### src/hdl/ipv4fk_pkg.sv
package ipv4fk_pkg;

  localparam logic [7:0]  PROTO_ICMP        = 8'd1;
  localparam logic [7:0]  PROTO_TCP         = 8'd6;
  localparam logic [7:0]  PROTO_UDP         = 8'd17;
  localparam logic [7:0]  ICMP_ECHO_REQUEST = 8'd8;

  localparam logic [16:0] MIN_PACKET_BYTES  = 17'd20;
  localparam logic [15:0] TCP_HDR_BYTES     = 16'd20;
  localparam logic [15:0] ICMP_HDR_BYTES    = 16'd16;
  localparam logic [15:0] UDP_HDR_BYTES     = 16'd8;

  localparam logic [15:0] BYTE_INDEX_MAX    = 16'hFFFF;

  typedef struct packed {
    logic        accepted;
    logic [7:0]  proto_number;
    logic [31:0] source_address;
    logic [31:0] dest_address;
    logic [15:0] source_port;
    logic [15:0] dest_port;
    logic [15:0] payload_len;
  } flow_key_t;

endpackage

### src/hdl/ipv4fk_byte_if.sv
interface ipv4fk_byte_if;
  logic       valid;
  logic       ready;
  logic [7:0] data_byte;
  logic       last_byte;

  modport source (output valid, output data_byte, output last_byte, input ready);
  modport sink (input valid, input data_byte, input last_byte, output ready);
endinterface

### src/hdl/ipv4fk_key_if.sv
interface ipv4fk_key_if;
  logic        valid;
  logic        ready;
  logic        accepted;
  logic [7:0]  proto_number;
  logic [31:0] source_address;
  logic [31:0] dest_address;
  logic [15:0] source_port;
  logic [15:0] dest_port;
  logic [15:0] payload_len;

  modport source (
    output valid, output accepted, output proto_number, output source_address,
    output dest_address, output source_port, output dest_port, output payload_len,
    input ready
  );
  modport sink (
    input valid, input accepted, input proto_number, input source_address,
    input dest_address, input source_port, input dest_port, input payload_len,
    output ready
  );
endinterface

### src/hdl/ipv4_flow_key_extractor_core.sv
// IPv4 flow key extractor. Packet bytes enter on pkt, one item per byte in wire
// order, last_byte set on the final one; each packet yields exactly one key item
// on key: accepted, protocol, addresses, ports (ICMP echo id as source port) and
// payload length, or an all-zero key with accepted low for a refused packet.
// The block takes one byte per cycle unless stalled: a byte register feeds the
// capture/result logic, and the key is registered as the final byte leaves the
// byte register. pkt.ready drops only while a final byte waits behind a key that has not been taken.
module ipv4_flow_key_extractor_core
  import ipv4fk_pkg::*;
(
  input logic         clk,
  input logic         rst,
  ipv4fk_byte_if.sink pkt,
  ipv4fk_key_if.source key
);

  // byte register
  logic       s1_valid;
  logic [7:0] s1_byte;
  logic       s1_last;
  logic       s1_fire;

  // packet state
  logic [15:0] byte_index;
  logic [3:0]  header_words;
  logic [15:0] total_length;
  logic [7:0]  proto_reg;
  logic [31:0] src_addr_reg;
  logic [31:0] dst_addr_reg;
  logic [15:0] port_a_reg;
  logic [15:0] port_b_reg;
  logic [15:0] udp_length_reg;
  logic [7:0]  icmp_type_reg;

  logic [15:0] byte_index_next;
  logic [3:0]  header_words_next;
  logic [15:0] total_length_next;
  logic [7:0]  proto_next;
  logic [31:0] src_addr_next;
  logic [31:0] dst_addr_next;
  logic [15:0] port_a_next;
  logic [15:0] port_b_next;
  logic [15:0] udp_length_next;
  logic [7:0]  icmp_type_next;

  logic [15:0] hdr_off;
  logic [16:0] count;
  logic [16:0] need;
  logic [15:0] sub_a;
  logic [15:0] sub_b;
  logic [15:0] plen;
  logic        ok;
  flow_key_t   key_next;
  flow_key_t   key_r;
  logic        key_valid;

  assign s1_fire   = s1_valid && (!s1_last || !key_valid || key.ready);
  assign pkt.ready = !s1_valid || s1_fire;

  always_ff @(posedge clk) begin
    if (rst) begin
      s1_valid <= 1'b0;
    end else if (pkt.ready) begin
      s1_valid <= pkt.valid;
    end
    if (pkt.ready && pkt.valid) begin
      s1_byte <= pkt.data_byte;
      s1_last <= pkt.last_byte;
    end
  end

  always_comb begin
    header_words_next = (byte_index == 16'd0) ? s1_byte[3:0] : header_words;
    // transport offset follows the IHL nibble arriving on byte 0 itself
    hdr_off = {10'd0, header_words_next, 2'b00};

    total_length_next = (byte_index == 16'd2 || byte_index == 16'd3) ?
                        {total_length[7:0], s1_byte} : total_length;
    proto_next = (byte_index == 16'd9) ? s1_byte : proto_reg;
    src_addr_next = (byte_index >= 16'd12 && byte_index <= 16'd15) ?
                    {src_addr_reg[23:0], s1_byte} : src_addr_reg;
    dst_addr_next = (byte_index >= 16'd16 && byte_index <= 16'd19) ?
                    {dst_addr_reg[23:0], s1_byte} : dst_addr_reg;

    icmp_type_next = (byte_index == hdr_off) ? s1_byte : icmp_type_reg;
    port_a_next = (byte_index == hdr_off || byte_index == hdr_off + 16'd1) ?
                  {port_a_reg[7:0], s1_byte} : port_a_reg;
    port_b_next = (byte_index == hdr_off + 16'd2 || byte_index == hdr_off + 16'd3) ?
                  {port_b_reg[7:0], s1_byte} : port_b_reg;
    udp_length_next = (byte_index == hdr_off + 16'd4 || byte_index == hdr_off + 16'd5) ?
                      {udp_length_reg[7:0], s1_byte} : udp_length_reg;

    byte_index_next = (byte_index != BYTE_INDEX_MAX) ? byte_index + 16'd1 : byte_index;
  end

  // final-byte evaluation
  always_comb begin
    count    = {1'b0, byte_index} + 17'd1;
    ok       = (count >= MIN_PACKET_BYTES);
    need     = 17'd0;
    sub_a    = total_length_next;
    sub_b    = hdr_off + TCP_HDR_BYTES;
    key_next = '0;
    case (proto_next)
      PROTO_TCP: begin
        need = {1'b0, hdr_off} + 17'd4;
        key_next.source_port = port_a_next;
        key_next.dest_port   = port_b_next;
      end
      PROTO_UDP: begin
        need  = {1'b0, hdr_off} + 17'd6;
        sub_a = udp_length_next;
        sub_b = UDP_HDR_BYTES;
        key_next.source_port = port_a_next;
        key_next.dest_port   = port_b_next;
      end
      PROTO_ICMP: begin
        need  = {1'b0, hdr_off} + 17'd6;
        sub_b = hdr_off + ICMP_HDR_BYTES;
        if (icmp_type_next != ICMP_ECHO_REQUEST) begin
          ok = 1'b0;
        end
        key_next.source_port = udp_length_next;
      end
      default: begin
        ok = 1'b0;
      end
    endcase
    if (count < need) begin
      ok = 1'b0;
    end
    plen = (sub_a > sub_b) ? sub_a - sub_b : 16'd0;
    key_next.accepted       = 1'b1;
    key_next.proto_number   = proto_next;
    key_next.source_address = src_addr_next;
    key_next.dest_address   = dst_addr_next;
    key_next.payload_len    = plen;
    if (!ok) begin
      key_next = '0;
    end
  end

  always_ff @(posedge clk) begin
    if (rst || (s1_fire && s1_last)) begin
      byte_index     <= '0;
      header_words   <= '0;
      total_length   <= '0;
      proto_reg      <= '0;
      src_addr_reg   <= '0;
      dst_addr_reg   <= '0;
      port_a_reg     <= '0;
      port_b_reg     <= '0;
      udp_length_reg <= '0;
      icmp_type_reg  <= '0;
    end else if (s1_fire) begin
      byte_index     <= byte_index_next;
      header_words   <= header_words_next;
      total_length   <= total_length_next;
      proto_reg      <= proto_next;
      src_addr_reg   <= src_addr_next;
      dst_addr_reg   <= dst_addr_next;
      port_a_reg     <= port_a_next;
      port_b_reg     <= port_b_next;
      udp_length_reg <= udp_length_next;
      icmp_type_reg  <= icmp_type_next;
    end
  end

  always_ff @(posedge clk) begin
    if (rst) begin
      key_valid <= 1'b0;
    end else if (s1_fire && s1_last) begin
      key_valid <= 1'b1;
    end else if (key.ready) begin
      key_valid <= 1'b0;
    end
    if (s1_fire && s1_last) begin
      key_r <= key_next;
    end
  end

  assign key.valid          = key_valid;
  assign key.accepted       = key_r.accepted;
  assign key.proto_number   = key_r.proto_number;
  assign key.source_address = key_r.source_address;
  assign key.dest_address   = key_r.dest_address;
  assign key.source_port    = key_r.source_port;
  assign key.dest_port      = key_r.dest_port;
  assign key.payload_len    = key_r.payload_len;

  a_refused_zero: assert property (@(posedge clk) disable iff (rst)
    key_valid && !key_r.accepted |-> key_r.proto_number == 8'd0 &&
      key_r.source_address == 32'd0 && key_r.source_port == 16'd0 &&
      key_r.payload_len == 16'd0)
    else $error("refused key carries nonzero fields");

  a_accepted_proto: assert property (@(posedge clk) disable iff (rst)
    key_valid && key_r.accepted |-> key_r.proto_number == PROTO_TCP ||
      key_r.proto_number == PROTO_UDP || key_r.proto_number == PROTO_ICMP)
    else $error("accepted key with unsupported protocol");

  a_icmp_dport: assert property (@(posedge clk) disable iff (rst)
    key_valid && key_r.accepted && key_r.proto_number == PROTO_ICMP |->
      key_r.dest_port == 16'd0)
    else $error("ICMP key with nonzero destination port");

  a_state_clear: assert property (@(posedge clk) disable iff (rst)
    s1_fire && s1_last |=> byte_index == 16'd0 && key_valid)
    else $error("packet state not cleared or key missing after final byte");

  a_no_overwrite: assert property (@(posedge clk) disable iff (rst)
    key_valid && !key.ready |-> !(s1_fire && s1_last))
    else $error("pending key overwritten");

endmodule

### src/flat_wrapper.sv
// flat-port wrapper written by rule: the top's interface ports become plain ports
module ipv4_flow_key_extractor_core_flat import ipv4fk_pkg::*;
  (clk, rst, pkt_valid, pkt_data_byte, pkt_last_byte, pkt_ready, key_valid, key_accepted, key_proto_number, key_source_address, key_dest_address, key_source_port, key_dest_port, key_payload_len, key_ready);
  ipv4fk_byte_if pkt_i ();
  ipv4fk_key_if key_i ();
  input logic clk;
  input logic rst;
  input wire logic [$bits(pkt_i.valid)-1:0] pkt_valid;
  input wire logic [$bits(pkt_i.data_byte)-1:0] pkt_data_byte;
  input wire logic [$bits(pkt_i.last_byte)-1:0] pkt_last_byte;
  output wire logic [$bits(pkt_i.ready)-1:0] pkt_ready;
  output wire logic [$bits(key_i.valid)-1:0] key_valid;
  output wire logic [$bits(key_i.accepted)-1:0] key_accepted;
  output wire logic [$bits(key_i.proto_number)-1:0] key_proto_number;
  output wire logic [$bits(key_i.source_address)-1:0] key_source_address;
  output wire logic [$bits(key_i.dest_address)-1:0] key_dest_address;
  output wire logic [$bits(key_i.source_port)-1:0] key_source_port;
  output wire logic [$bits(key_i.dest_port)-1:0] key_dest_port;
  output wire logic [$bits(key_i.payload_len)-1:0] key_payload_len;
  input wire logic [$bits(key_i.ready)-1:0] key_ready;
  assign pkt_i.valid = pkt_valid;
  assign pkt_i.data_byte = pkt_data_byte;
  assign pkt_i.last_byte = pkt_last_byte;
  assign pkt_ready = pkt_i.ready;
  assign key_valid = key_i.valid;
  assign key_accepted = key_i.accepted;
  assign key_proto_number = key_i.proto_number;
  assign key_source_address = key_i.source_address;
  assign key_dest_address = key_i.dest_address;
  assign key_source_port = key_i.source_port;
  assign key_dest_port = key_i.dest_port;
  assign key_payload_len = key_i.payload_len;
  assign key_i.ready = key_ready;
  ipv4_flow_key_extractor_core u_core (.clk(clk), .rst(rst), .pkt(pkt_i), .key(key_i));
endmodule
### config.mk
export PLATFORM = sky130hd
export DESIGN_NAME = ipv4_flow_key_extractor_core_flat
export DESIGN_NICKNAME = d
export VERILOG_FILES = /design/src/hdl/ipv4fk_pkg.sv /design/src/hdl/ipv4fk_byte_if.sv /design/src/hdl/ipv4fk_key_if.sv /design/src/hdl/ipv4_flow_key_extractor_core.sv /design/src/flat_wrapper.sv
export SDC_FILE = /design/constraint.sdc
export NUM_CORES = 1
export LEC_CHECK = 0
export BUFFER_PORTS_ARGS = -buffer_cell sky130_fd_sc_hd__buf_2
export CAP_MARGIN = 25
export CORE_ASPECT_RATIO = 0.6
export CORE_UTILIZATION = 45
export CTS_BUF_LIST = sky130_fd_sc_hd__clkbuf_4 sky130_fd_sc_hd__clkbuf_8
export CTS_CLUSTER_SIZE = 30
export DETAILED_ROUTE_END_ITERATION = 7
export SLEW_MARGIN = 10
export SYNTH_ARGS = -nofsm -noshare
export SYNTH_HDL_FRONTEND = slang
export SYNTH_SLANG_ARGS = --single-unit
### constraint.sdc
create_clock -name clk -period 11.35 [get_ports clk]
set_clock_uncertainty 0.05 [all_clocks]
set_input_delay 1.135 -clock clk [delete_from_list [all_inputs] [get_ports clk]]
set_output_delay 1.135 -clock clk [all_outputs]
set_load 0.01 [all_outputs]
Word-level counts from Yosys, hierarchy flattened
Cells that the tools add are included.
{ "totals": {"ff_bits": 296, "in_bits": 13} }
{ "classes": {"n_addsub": 12, "magnitude_cmp": 7, "n_eq_ne": 14, "n_mux": 21, "reduce_logical": 23} }
{ "ops": {"columns": ["cell", "n"], "rows": [
  ["$mux 121", 1],
  ["$mux 16", 7],
  ["$eq 16x16->1", 5],
  ["$mux 32", 2],
  ["$pmux 16 s2", 2],
  ["$pmux 17 s2", 1],
  ["$eq 16x2->1 const B", 2],
  ["$add 6x3->7 const B", 4],
  ["$add 16x1->17 const B", 1],
  ["$ge 17x5->1 const B", 1],
  ["$lt 17x17->1", 1],
  ["$add 16x1->16 const B", 1],
  ["$eq 16x4->1 const B", 1],
  ["$eq 16x6->1", 1],
  ["$ge 16x4->1 const B", 1],
  ["$ge 16x5->1 const B", 1],
  ["$gt 16x16->1", 1],
  ["$le 16x4->1 const B", 1],
  ["$le 16x5->1 const B", 1],
  ["$logic_not 16->1", 1],
  ["$mux 8", 2],
  ["$ne 16x16->1 const B", 1],
  ["$sub 16x16->16", 1],
  ["$add 6x2->7 const B", 2],
  ["other kinds (15)", 35]
]} }

Depth between registers and ports, before layout
Gate-level depths: netlist (run 1).
{ "depth": {"ltp_word": 10, "ltp_mapped": 28} }

Worst setup path after synthesis (run 1)
No wires, ideal clock.
{ "synth_path": {"kind": "input to register", "startpoint": "in key_ready", "endpoint": "reg u_core.byte_index[11]", "t_arrival_ns": 5.215, "t_required_ns": 11.172, "slack_ns": 5.958, "cell_stages": 7, "path_buffers": 2, "cell_sequence": "nor2b_1 -> nand2_1 -> and3_1 -> or2_2 -> clkbuf_1 -> clkbuf_1 -> nor2_1"} }
{ "synth_between": {"elab_chain_len": 4, "elab_cells_between_ends": 5, "classes_between": "reduce/logical: 5"} }
{ "synth_rtl": {"columns": ["item", "line_no", "rtl"], "rows": [
  ["start, declared", "flat_wrapper.sv:20", "input wire logic [$bits(key_i.ready)-1:0] key_ready;"],
  ["$logic_or 1x1->1 *", "ipv4_flow_key_extractor_core.sv:57", "assign s1_fire = s1_valid && (!s1_last || !key_valid || key.ready);"],
  ["$logic_and 1x1->1 *", "ipv4_flow_key_extractor_core.sv:57", null],
  ["$logic_and 1x1->1", "ipv4_flow_key_extractor_core.sv:144", "if (rst || (s1_fire && s1_last)) begin"],
  ["$logic_or 1x1->1", "ipv4_flow_key_extractor_core.sv:144", null],
  ["end signal, assigned", "ipv4_flow_key_extractor_core.sv:156", "byte_index <= byte_index_next;"],
  ["end, declared", "ipv4_flow_key_extractor_core.sv:24", "logic [15:0] byte_index;"]
]} }
Every way passes the cells marked *; elsewhere a longest branch is shown, timed or not.
A chain may end at the register's enable or synchronous reset.

Final worst setup path (run 1)
{ "layout_path": {"startpoint": "reg u_core.byte_index[4]", "endpoint": "reg u_core.key_r, in the netlist u_core.key.payload_len[3], data pin"} }
{ "layout_between": {"elab_chain_len": 9, "elab_cells_between_ends": 38, "classes_between": "add/sub: 8; order compare: 3; eq/ne: 10; mux: 11; reduce/logical: 6"} }
{ "layout_rtl": {"columns": ["item", "line_no", "rtl"], "rows": [
  ["$logic_not 16->1 *", "ipv4_flow_key_extractor_core.sv:73", "header_words_next = (byte_index == 16'd0) ? s1_byte[3:0] : header_words;"],
  ["$mux 4 *", "ipv4_flow_key_extractor_core.sv:73", null],
  ["via u_core.header_words_next[1]", "ipv4_flow_key_extractor_core.sv:36", "logic [3:0] header_words_next;"],
  ["$add 6x3->7 (tied with other cells)", "ipv4_flow_key_extractor_core.sv:90, ipv4_flow_key_extractor_core.sv:106", null],
  ["$eq 16x16->1 or $mux 8 (tied branches)", "ipv4_flow_key_extractor_core.sv:90, ipv4_flow_key_extractor_core.sv:85", null],
  ["$logic_or 1x1->1 or $ne 8x4->1 (tied branches)", "ipv4_flow_key_extractor_core.sv:90, ipv4_flow_key_extractor_core.sv:120", null],
  ["$mux 16 or $mux 1 (tied branches)", "ipv4_flow_key_extractor_core.sv:90, ipv4_flow_key_extractor_core.sv:120", null],
  ["$mux 16 or $pmux 1 s2 (tied branches)", "ipv4_flow_key_extractor_core.sv:104", "case (proto_next)"],
  ["$gt 16x16->1 or $mux 1 (tied branches)", "ipv4_flow_key_extractor_core.sv:132, ipv4_flow_key_extractor_core.sv:129", null],
  ["$reduce_and 2->1 (no line)", null, null],
  ["end signal, assigned", "ipv4_flow_key_extractor_core.sv:178", "key_r <= key_next;"],
  ["end, declared", "ipv4_flow_key_extractor_core.sv:54", "flow_key_t key_r;"]
]} }
Mark *: on every way through the listed nets, which the timed path passes. The rest lies on a longest branch.

==> results.txt, run 1 <==
The final critical path time including I/O delays and setup is 6790 ps. The area of the core is 0.0303 sq mm. Summing every instance area after synthesis gives 0.0140 sq mm. The number of failing hold endpoints at the final stage is 0.

By area the synthesized netlist is led by sky130_fd_sc_hd__edfxtp_1 28%, sky130_fd_sc_hd__dfxtp_1 24%, sky130_fd_sc_hd__nand2_1 9.3%, sky130_fd_sc_hd__mux2i_1 7.4%, sky130_fd_sc_hd__a21oi_1 6.6%. At the end of routability-driven placement, the weighted congestion stood at 0.947. The detailed router finished its first iteration with approximately 1,100 violations. The placement row count came out at 49. Setup repair after global routing left no endpoint under its margin. The setup violation total in the final timing report is 0. The final-stage net count is between 1,500 and 2,000. The H-tree was split into 2 levels. The share of synthesized registers carrying an async set or reset is 0%.

The number of top-level design ports is 136. The endpoint class of the critical path is a flip-flop. Global routing consumed, over all layers together, between 20% and 30% of the routing resources. The non-filler instance count after layout came out at slightly above 2,000. The tightest slew margin relative to the limit came out at 33.7%. The area overhead of the layout relative to synthesis is 14.3%.

The signal arrival time at the worst endpoint is 7030 ps. Counting flops with a built-in enable in the synthesized netlist gives 130. The power density over the cells is 136 mW/mm^2. The transition time of the tightest slew-check pin came out at 987 ps. The per-cell routed wire length is between 15 and 20 um. The placed wire-length estimate is approximately 25,000 um. The clock buffer count from CTS came out at 45. Derived from the worst setup path, the maximum achievable clock frequency is 147 MHz.

The count of clock tree sinks came out at between 200 and 300. The proportion of netlist area held by the largest area contributor is 27.8%. Global routing finished with a remaining overflow of 0.

0 antenna diodes ended up in the layout. The post-route cell area is 0.0161 sq mm. The max-slew violation count is 0. The iteration count of the initial detailed-routing pass is 5. The post-cts resize count is 0. The sequential fraction of the synthesis area is 51.5%. In the layout the commonest cells are 349 x sky130_fd_sc_hd__nand2_1, 184 x sky130_fd_sc_hd__a21oi_1, 166 x sky130_fd_sc_hd__dfxtp_1. The number of distinct library cells after synthesis came out at 70.

Along the worst path, the maximum fanout reaches 16. The buffer count from post-CTS setup fixing is 0. The synthesis-stage register bit count came out at 296. The detailed-route via count is 11,357.

The completed layout was analyzed and its total power is around 0.0022 W. The cell count after placement came out at 1,997. Of the cells placed in the final design, the portion with a size suffix greater than 1 is between 10% and 20%. The critical path startpoint category is a flip-flop. The worst setup path is of the flip-flop to flip-flop kind. Among all flip-flop cells after synthesis, the most frequent one is sky130_fd_sc_hd__dfxtp_1. The remaining antenna violation count is 0. After detailed routing, the total wire length is 38,000 um. In this run the static leakage power is 5.65 nW. The flow ran to the end, and the final reports show no timing, DRC or antenna violations. The first-pass GRT wire length is between 50,000 and 60,000 um.

The post-detailed-route via-to-cell ratio is roughly 5.5. From left edge to right edge, the die measures around 230 um. CTS placed an instance of sky130_fd_sc_hd__clkbuf_8 at the clock tree root. Max-cap violations in this run came to 0.

The number of global-route vias before repair came out at 10,329. Clock-pin slew was measured on the worst setup and hold paths at about 70 ps. The peak supply drop is roughly 0.091 mV. For this design, the CTS-stage hold fixing added 0 buffers.

The total number of yosys warnings is 0. TritonCTS built the clock tree. The post-synthesis instance total is between 1,500 and 2,000.

The clock passes through at most 3 buffers. The insertion delay of the later-clocked pin in the worst-skew pair is 590 ps. After routing, the total negative slack on setup checks comes to 0 ps. The floorplan die height came out at 139 um. The number of antenna violations at the first check in global routing was 0.

The min-delay analysis places its worst path in the category flip-flop to flip-flop. The number of input and output port buffers inserted came out at 135. For the worst setup path, the data required time is 11,590 ps. Entering global routing, the biggest net connects 86 pins.

The starting utilization of the core area came out at 46.4%. The utilization after layout came out at 53.0%. The number of DRC violations after detailed routing came out at 0. The post-place instance area came out at 0.0151 sq mm. The post-route clock period utilization is 59.8%. The most common cell after layout, fill and taps aside is sky130_fd_sc_hd__nand2_1.

The total die area came out at ~0.032 sq mm. After synthesis, the mean cell area works out to around 9.2 sq um. The synthesized design spends more area on one cell type than any other, namely sky130_fd_sc_hd__edfxtp_1.
-- logic make-up after synthesis --
family	Yosys count	share of synthesized area, %
AND/OR/NAND/NOR	646	20.6
flip-flops	296	51.5
AO/OA/AOI/OAI	292	12.1
buffers and inverters	122	3.75
multiplexers	117	8.46
XOR/XNOR	29	1.81
adder cells (fa/ha/maj)	19	1.75
other	1	0.0267
-- worst paths after layout --
kind / from / end / slack [ps] / cells after the start
max reg2reg: u_core.byte_index[4] / u_core.key.payload_len[3] / 4560 / 20
min: u_core.total_length[14] / u_core.total_length[14] / 400 / 2
max: u_core.byte_index[4] / u_core.key.payload_len[3] / 4560 / 20
min reg2reg: u_core.total_length[14] / u_core.total_length[14] / 400 / 2
-- per-layer routing --
| layer | vias up | share of wire [%] | global-route usage, % |
|---|---|---|---|
| li1 | 5523 | - | - |
| met3 | 51 | 6.3 | 4.56 |
| met2 | 356 | 40 | 31.3 |
| met1 | 5427 | 52 | 38.4 |
| met5 | - | 0 | 0 |
| met4 | 0 | 1.7 | 5.30 |
-- final cells by class --
class / count / area (sq um)
Sequential cell: 296 / 7230
Clock buffer: 68 / 830
Clock inverter: 14 / 96.3
Fill cell: 2794 / 14200
Tap cell: 408 / 510
Multi-Input combinational cell: 1107 / 6360
Timing Repair Buffer: 169 / 968
Inverter: 17 / 63.8
-- per-stage QoR --
step	hold WS (ps)	worst slack [ps]
floorplan	378	5960
global placement	388	4940
detailed placement	393	4690
CTS	403	4650
global route	418	3970
finish	403	4560
-- power breakdown --
group | leakage, nW | internal [W] | switching [W] | total [W]
clock | 0.486 | 0.000491 | 0.000423 | 0.000914
sequential | 2.77 | 0.00112 | 0.00000496 | 0.00112
combinational | 2.39 | 0.0000471 | 0.000108 | 0.000155
total | 5.65 | 0.00165 | 0.000536 | 0.00219
-- synthesized netlist by cell type (18+ instances only) --
master                     number
sky130_fd_sc_hd__nand2_1      349
sky130_fd_sc_hd__nand3_1       24
sky130_fd_sc_hd__clkbuf_1      79
sky130_fd_sc_hd__nor2_1       152
sky130_fd_sc_hd__o21ai_0       26
sky130_fd_sc_hd__buf_2         18
sky130_fd_sc_hd__nor3_1        18
sky130_fd_sc_hd__xnor2_1       18
sky130_fd_sc_hd__a21oi_1      184
sky130_fd_sc_hd__edfxtp_1     130
sky130_fd_sc_hd__ha_1          18
sky130_fd_sc_hd__dfxtp_1      166
sky130_fd_sc_hd__mux2i_1      104
-- critical path, cell delays in order, from the launching register on --
cell and delay [ps]:
sky130_fd_sc_hd__dfxtp_1 460, sky130_fd_sc_hd__nor3_1 540, sky130_fd_sc_hd__nand3_1 370, sky130_fd_sc_hd__nor2_2 430, sky130_fd_sc_hd__mux2i_1 360, sky130_fd_sc_hd__inv_1 110, sky130_fd_sc_hd__ha_1 350, sky130_fd_sc_hd__nand2_1 150
sky130_fd_sc_hd__xnor2_1 70, sky130_fd_sc_hd__nor4_1 520, sky130_fd_sc_hd__nand4_1 570, sky130_fd_sc_hd__o21ai_4 440, sky130_fd_sc_hd__o22ai_1 150, sky130_fd_sc_hd__nor2_1 180, sky130_fd_sc_hd__ha_1 280, sky130_fd_sc_hd__a21o_1 180
sky130_fd_sc_hd__a21oi_1 230, sky130_fd_sc_hd__o21bai_1 160, sky130_fd_sc_hd__o31ai_1 80, sky130_fd_sc_hd__and3_1 700, sky130_fd_sc_hd__nor3b_1 120
Power figures use the tool's default switching activity.
==> inputs of run 2 (changes only) <==
- clock period: 11.35 -> 7.1 ns (I/O delays scaled with it)
==> results.txt, run 2 (synthesized netlist as in run 1, its figures left out) <==
The run finished with clean final reports. The non-filler instance count after layout is 2,082. In this run the clock root is driven by a sky130_fd_sc_hd__clkbuf_8.

The number of DRC violations after detailed routing came out at 0. Counting I/O delays and the setup requirement, the final critical path takes 6280 ps. The worst setup path is launched from a flip-flop. The cell count after placement came out at roughly 2,000. For this run, the total global-route usage over all layers was measured as 23.3%. The net switching component of the power came out at 0.000855 W. The tightest slew margin relative to the limit came out at 34.4%.

The area of the core came out at 0.0303 sq mm. The maximum number of buffers from clock root to sink came out at 3. The largest net degree at the start of global routing is 61. In this run the post-CTS setup repair buffer count came out at 0. Data on the critical path is required at its endpoint by 7340 ps. The tool flagged a number of max-cap violations equal to 0.

The clock tree from TritonCTS is done. The total chip power is 0.00357 W. The utilization after layout is about 53%. The number of fillers in the final layout came out at 2,832. The total die area came out at 0.0319 sq mm.

The leakage power total is 5.71 nW. The number of hold buffers added after CTS is 0. The setup violation total in the final timing report is 0.

The proportion of total power due to net switching is a little under a quarter. The number of global-route vias before repair came out at 10,314. The worst-case IR drop observed on VDD is around 0.13 mV.

The first global-routing pass estimated 58,900 um of wire. The internal power contribution is 0.00271 W. The detailed-route via count came out at between 10,000 and 15,000.

The routed design has 37,700 um of wire. In this run, the clock network consumes 42.9% of the power. The number of antenna violations at the first check in global routing came out at 0. The number of diodes is 0. The clock buffer count from CTS came out at 45. The iteration count of the initial detailed-routing pass came out at 5. The floorplan die height came out at 139 um. The remaining antenna violation count is 0. The final worst hold slack is between 200 and 300 ps.

The accumulated negative setup slack came out at 0 ps. The signal arrival time at the worst endpoint is 6530 ps. The met3 usage is 5.51%.

The max-slew violation count is 0. The path class of the tightest hold or removal check is input pin to flip-flop. The net count of the finished layout is 1,670. Compared with the post-synthesis result, the final layout area differs by 14.9%. The maximum clock frequency is roughly 160 MHz.

The sequential standard cell area is a little over 0.007 sq mm. The count of clock tree sinks came out at 296. The count of buffers added on input and output ports is 135.

The number of failing hold endpoints at the final stage came to 0. The post-route clock period utilization is 88.5%. The share of power burned in registers is 50.3%. The DRC violation total after the first TritonRoute iteration came out at 1,158.

The post-detailed-route via-to-cell ratio is 5.46. The ratio of cells with drive above 1 in the final layout came out at 19.1%. Row generation in the floorplan step produced between 40 and 50 rows.

The library cell used most frequently in the layout, excluding fill and tap cells, is sky130_fd_sc_hd__nand2_1. The transition time of the tightest slew-check pin is 982 ps. The endpoint class of the critical path is a flip-flop. The post-cts resize count came out at 0.

The width of the die is around 230 um. The deepest level of the CTS H-tree is 2. The met1 routing resource usage after global routing came out at 37.3%. The total global routing overflow came out at 0. For met2 alone, demand over resource in global routing was a little under a third. In the layout the commonest cells are 349 x sky130_fd_sc_hd__nand2_1, 184 x sky130_fd_sc_hd__a21oi_1, 166 x sky130_fd_sc_hd__dfxtp_1.

The clock transition at the registers of the reported paths came out at 60 ps. The share of power burned in combinational logic came out at under 10%. Setup repair after global routing left no endpoint under its margin.

After detailed routing, the average wire length per cell comes to roughly 18 um. In the final layout, the multi-input gates occupy 0.00636 sq mm. The power density over the cells is 221 mW/mm^2. The number of top-level design ports is 136. The maximum fanout along the worst path is 16. The layer flagged by global routing as most heavily used is met1. The insertion delay of the later-clocked pin in the worst-skew pair came out at about 580 ps. The starting utilization of the core area is ~46%. The congestion estimate from routability-driven global placement came to 0.999. The worst setup path is of the flip-flop to flip-flop kind. Summed over all nets, the half-perimeter wirelength after detailed placement is 25,100 um.
[run 2: changes by cell type in the layout (fill, tap and decap cells not counted), sizes merged]
cell / change
clkbuf: +8
buf: +2
clkinv: -5
clkinvlp: -2
[run 2: final cells by class]
class                      count  share of cell area [%]
sequential                   296                    44.8
timing repair buffer         171                    6.11
inverter                      17                   0.395
multi-input combinational   1107                    39.4
clock buffer                  76                    5.71
clock inverter                 7                   0.411
tap                          408                    3.16
[run 2: final timing paths]
path / from / end / slack [ps] / cells after the start
max reg2reg: u_core.byte_index[7] / u_core.key.payload_len[3] / 820 / 21
min: pkt_data_byte[2] / u_core.s1_byte[2] / 260 / 1
max: u_core.byte_index[7] / u_core.key.payload_len[3] / 820 / 21
min reg2reg: u_core.total_length[14] / u_core.total_length[14] / 410 / 2
[run 2: metrics by stage]
step | cell area [sq um] | setup WS [ps]
after floorplan | 14100 | 1860
after global placement | 15100 | 856
after detailed placement | 15100 | 496
after CTS | 16100 | 494
after global routing | 16100 | 256
final | 16100 | 817
[run 2: worst max-delay path, stage by stage, from the launching register on]
cell	delay, ps
sky130_fd_sc_hd__dfxtp_1	370
sky130_fd_sc_hd__nor3_1	390
sky130_fd_sc_hd__nand3_1	410
sky130_fd_sc_hd__nor2_2	450
sky130_fd_sc_hd__mux2i_1	210
sky130_fd_sc_hd__inv_1	120
sky130_fd_sc_hd__ha_1	410
sky130_fd_sc_hd__nor3b_1	140
sky130_fd_sc_hd__o31ai_1	120
sky130_fd_sc_hd__o211ai_1	200
sky130_fd_sc_hd__nor4_2	620
sky130_fd_sc_hd__a31oi_2	310
sky130_fd_sc_hd__o21ai_0	290
sky130_fd_sc_hd__ha_1	200
sky130_fd_sc_hd__inv_1	50
sky130_fd_sc_hd__fa_1	390
sky130_fd_sc_hd__a21o_1	200
sky130_fd_sc_hd__a21oi_1	230
sky130_fd_sc_hd__o21bai_1	160
sky130_fd_sc_hd__o31ai_1	90
sky130_fd_sc_hd__and3_2	480
sky130_fd_sc_hd__nor3b_1	100
[run 2: layer usage]
metal | up-vias | wire [um]
li1 | 5524 | -
met1 | 5403 | 19300
met2 | 371 | 14800
met3 | 60 | 2960
met4 | 0 | 614
met5 | - | 0
[run 2: power groups by stage]
stage	clock network [W]	logic [W]	registers [W]
after CTS	0.00156	0.000243	0.00179
after global placement	0	0.000238	0.00183
after floorplan	0	0.000178	0.00183
final	0.00153	0.000246	0.00179
after global routing	0.00163	0.000267	0.00179
after detailed placement	0	0.000242	0.00183
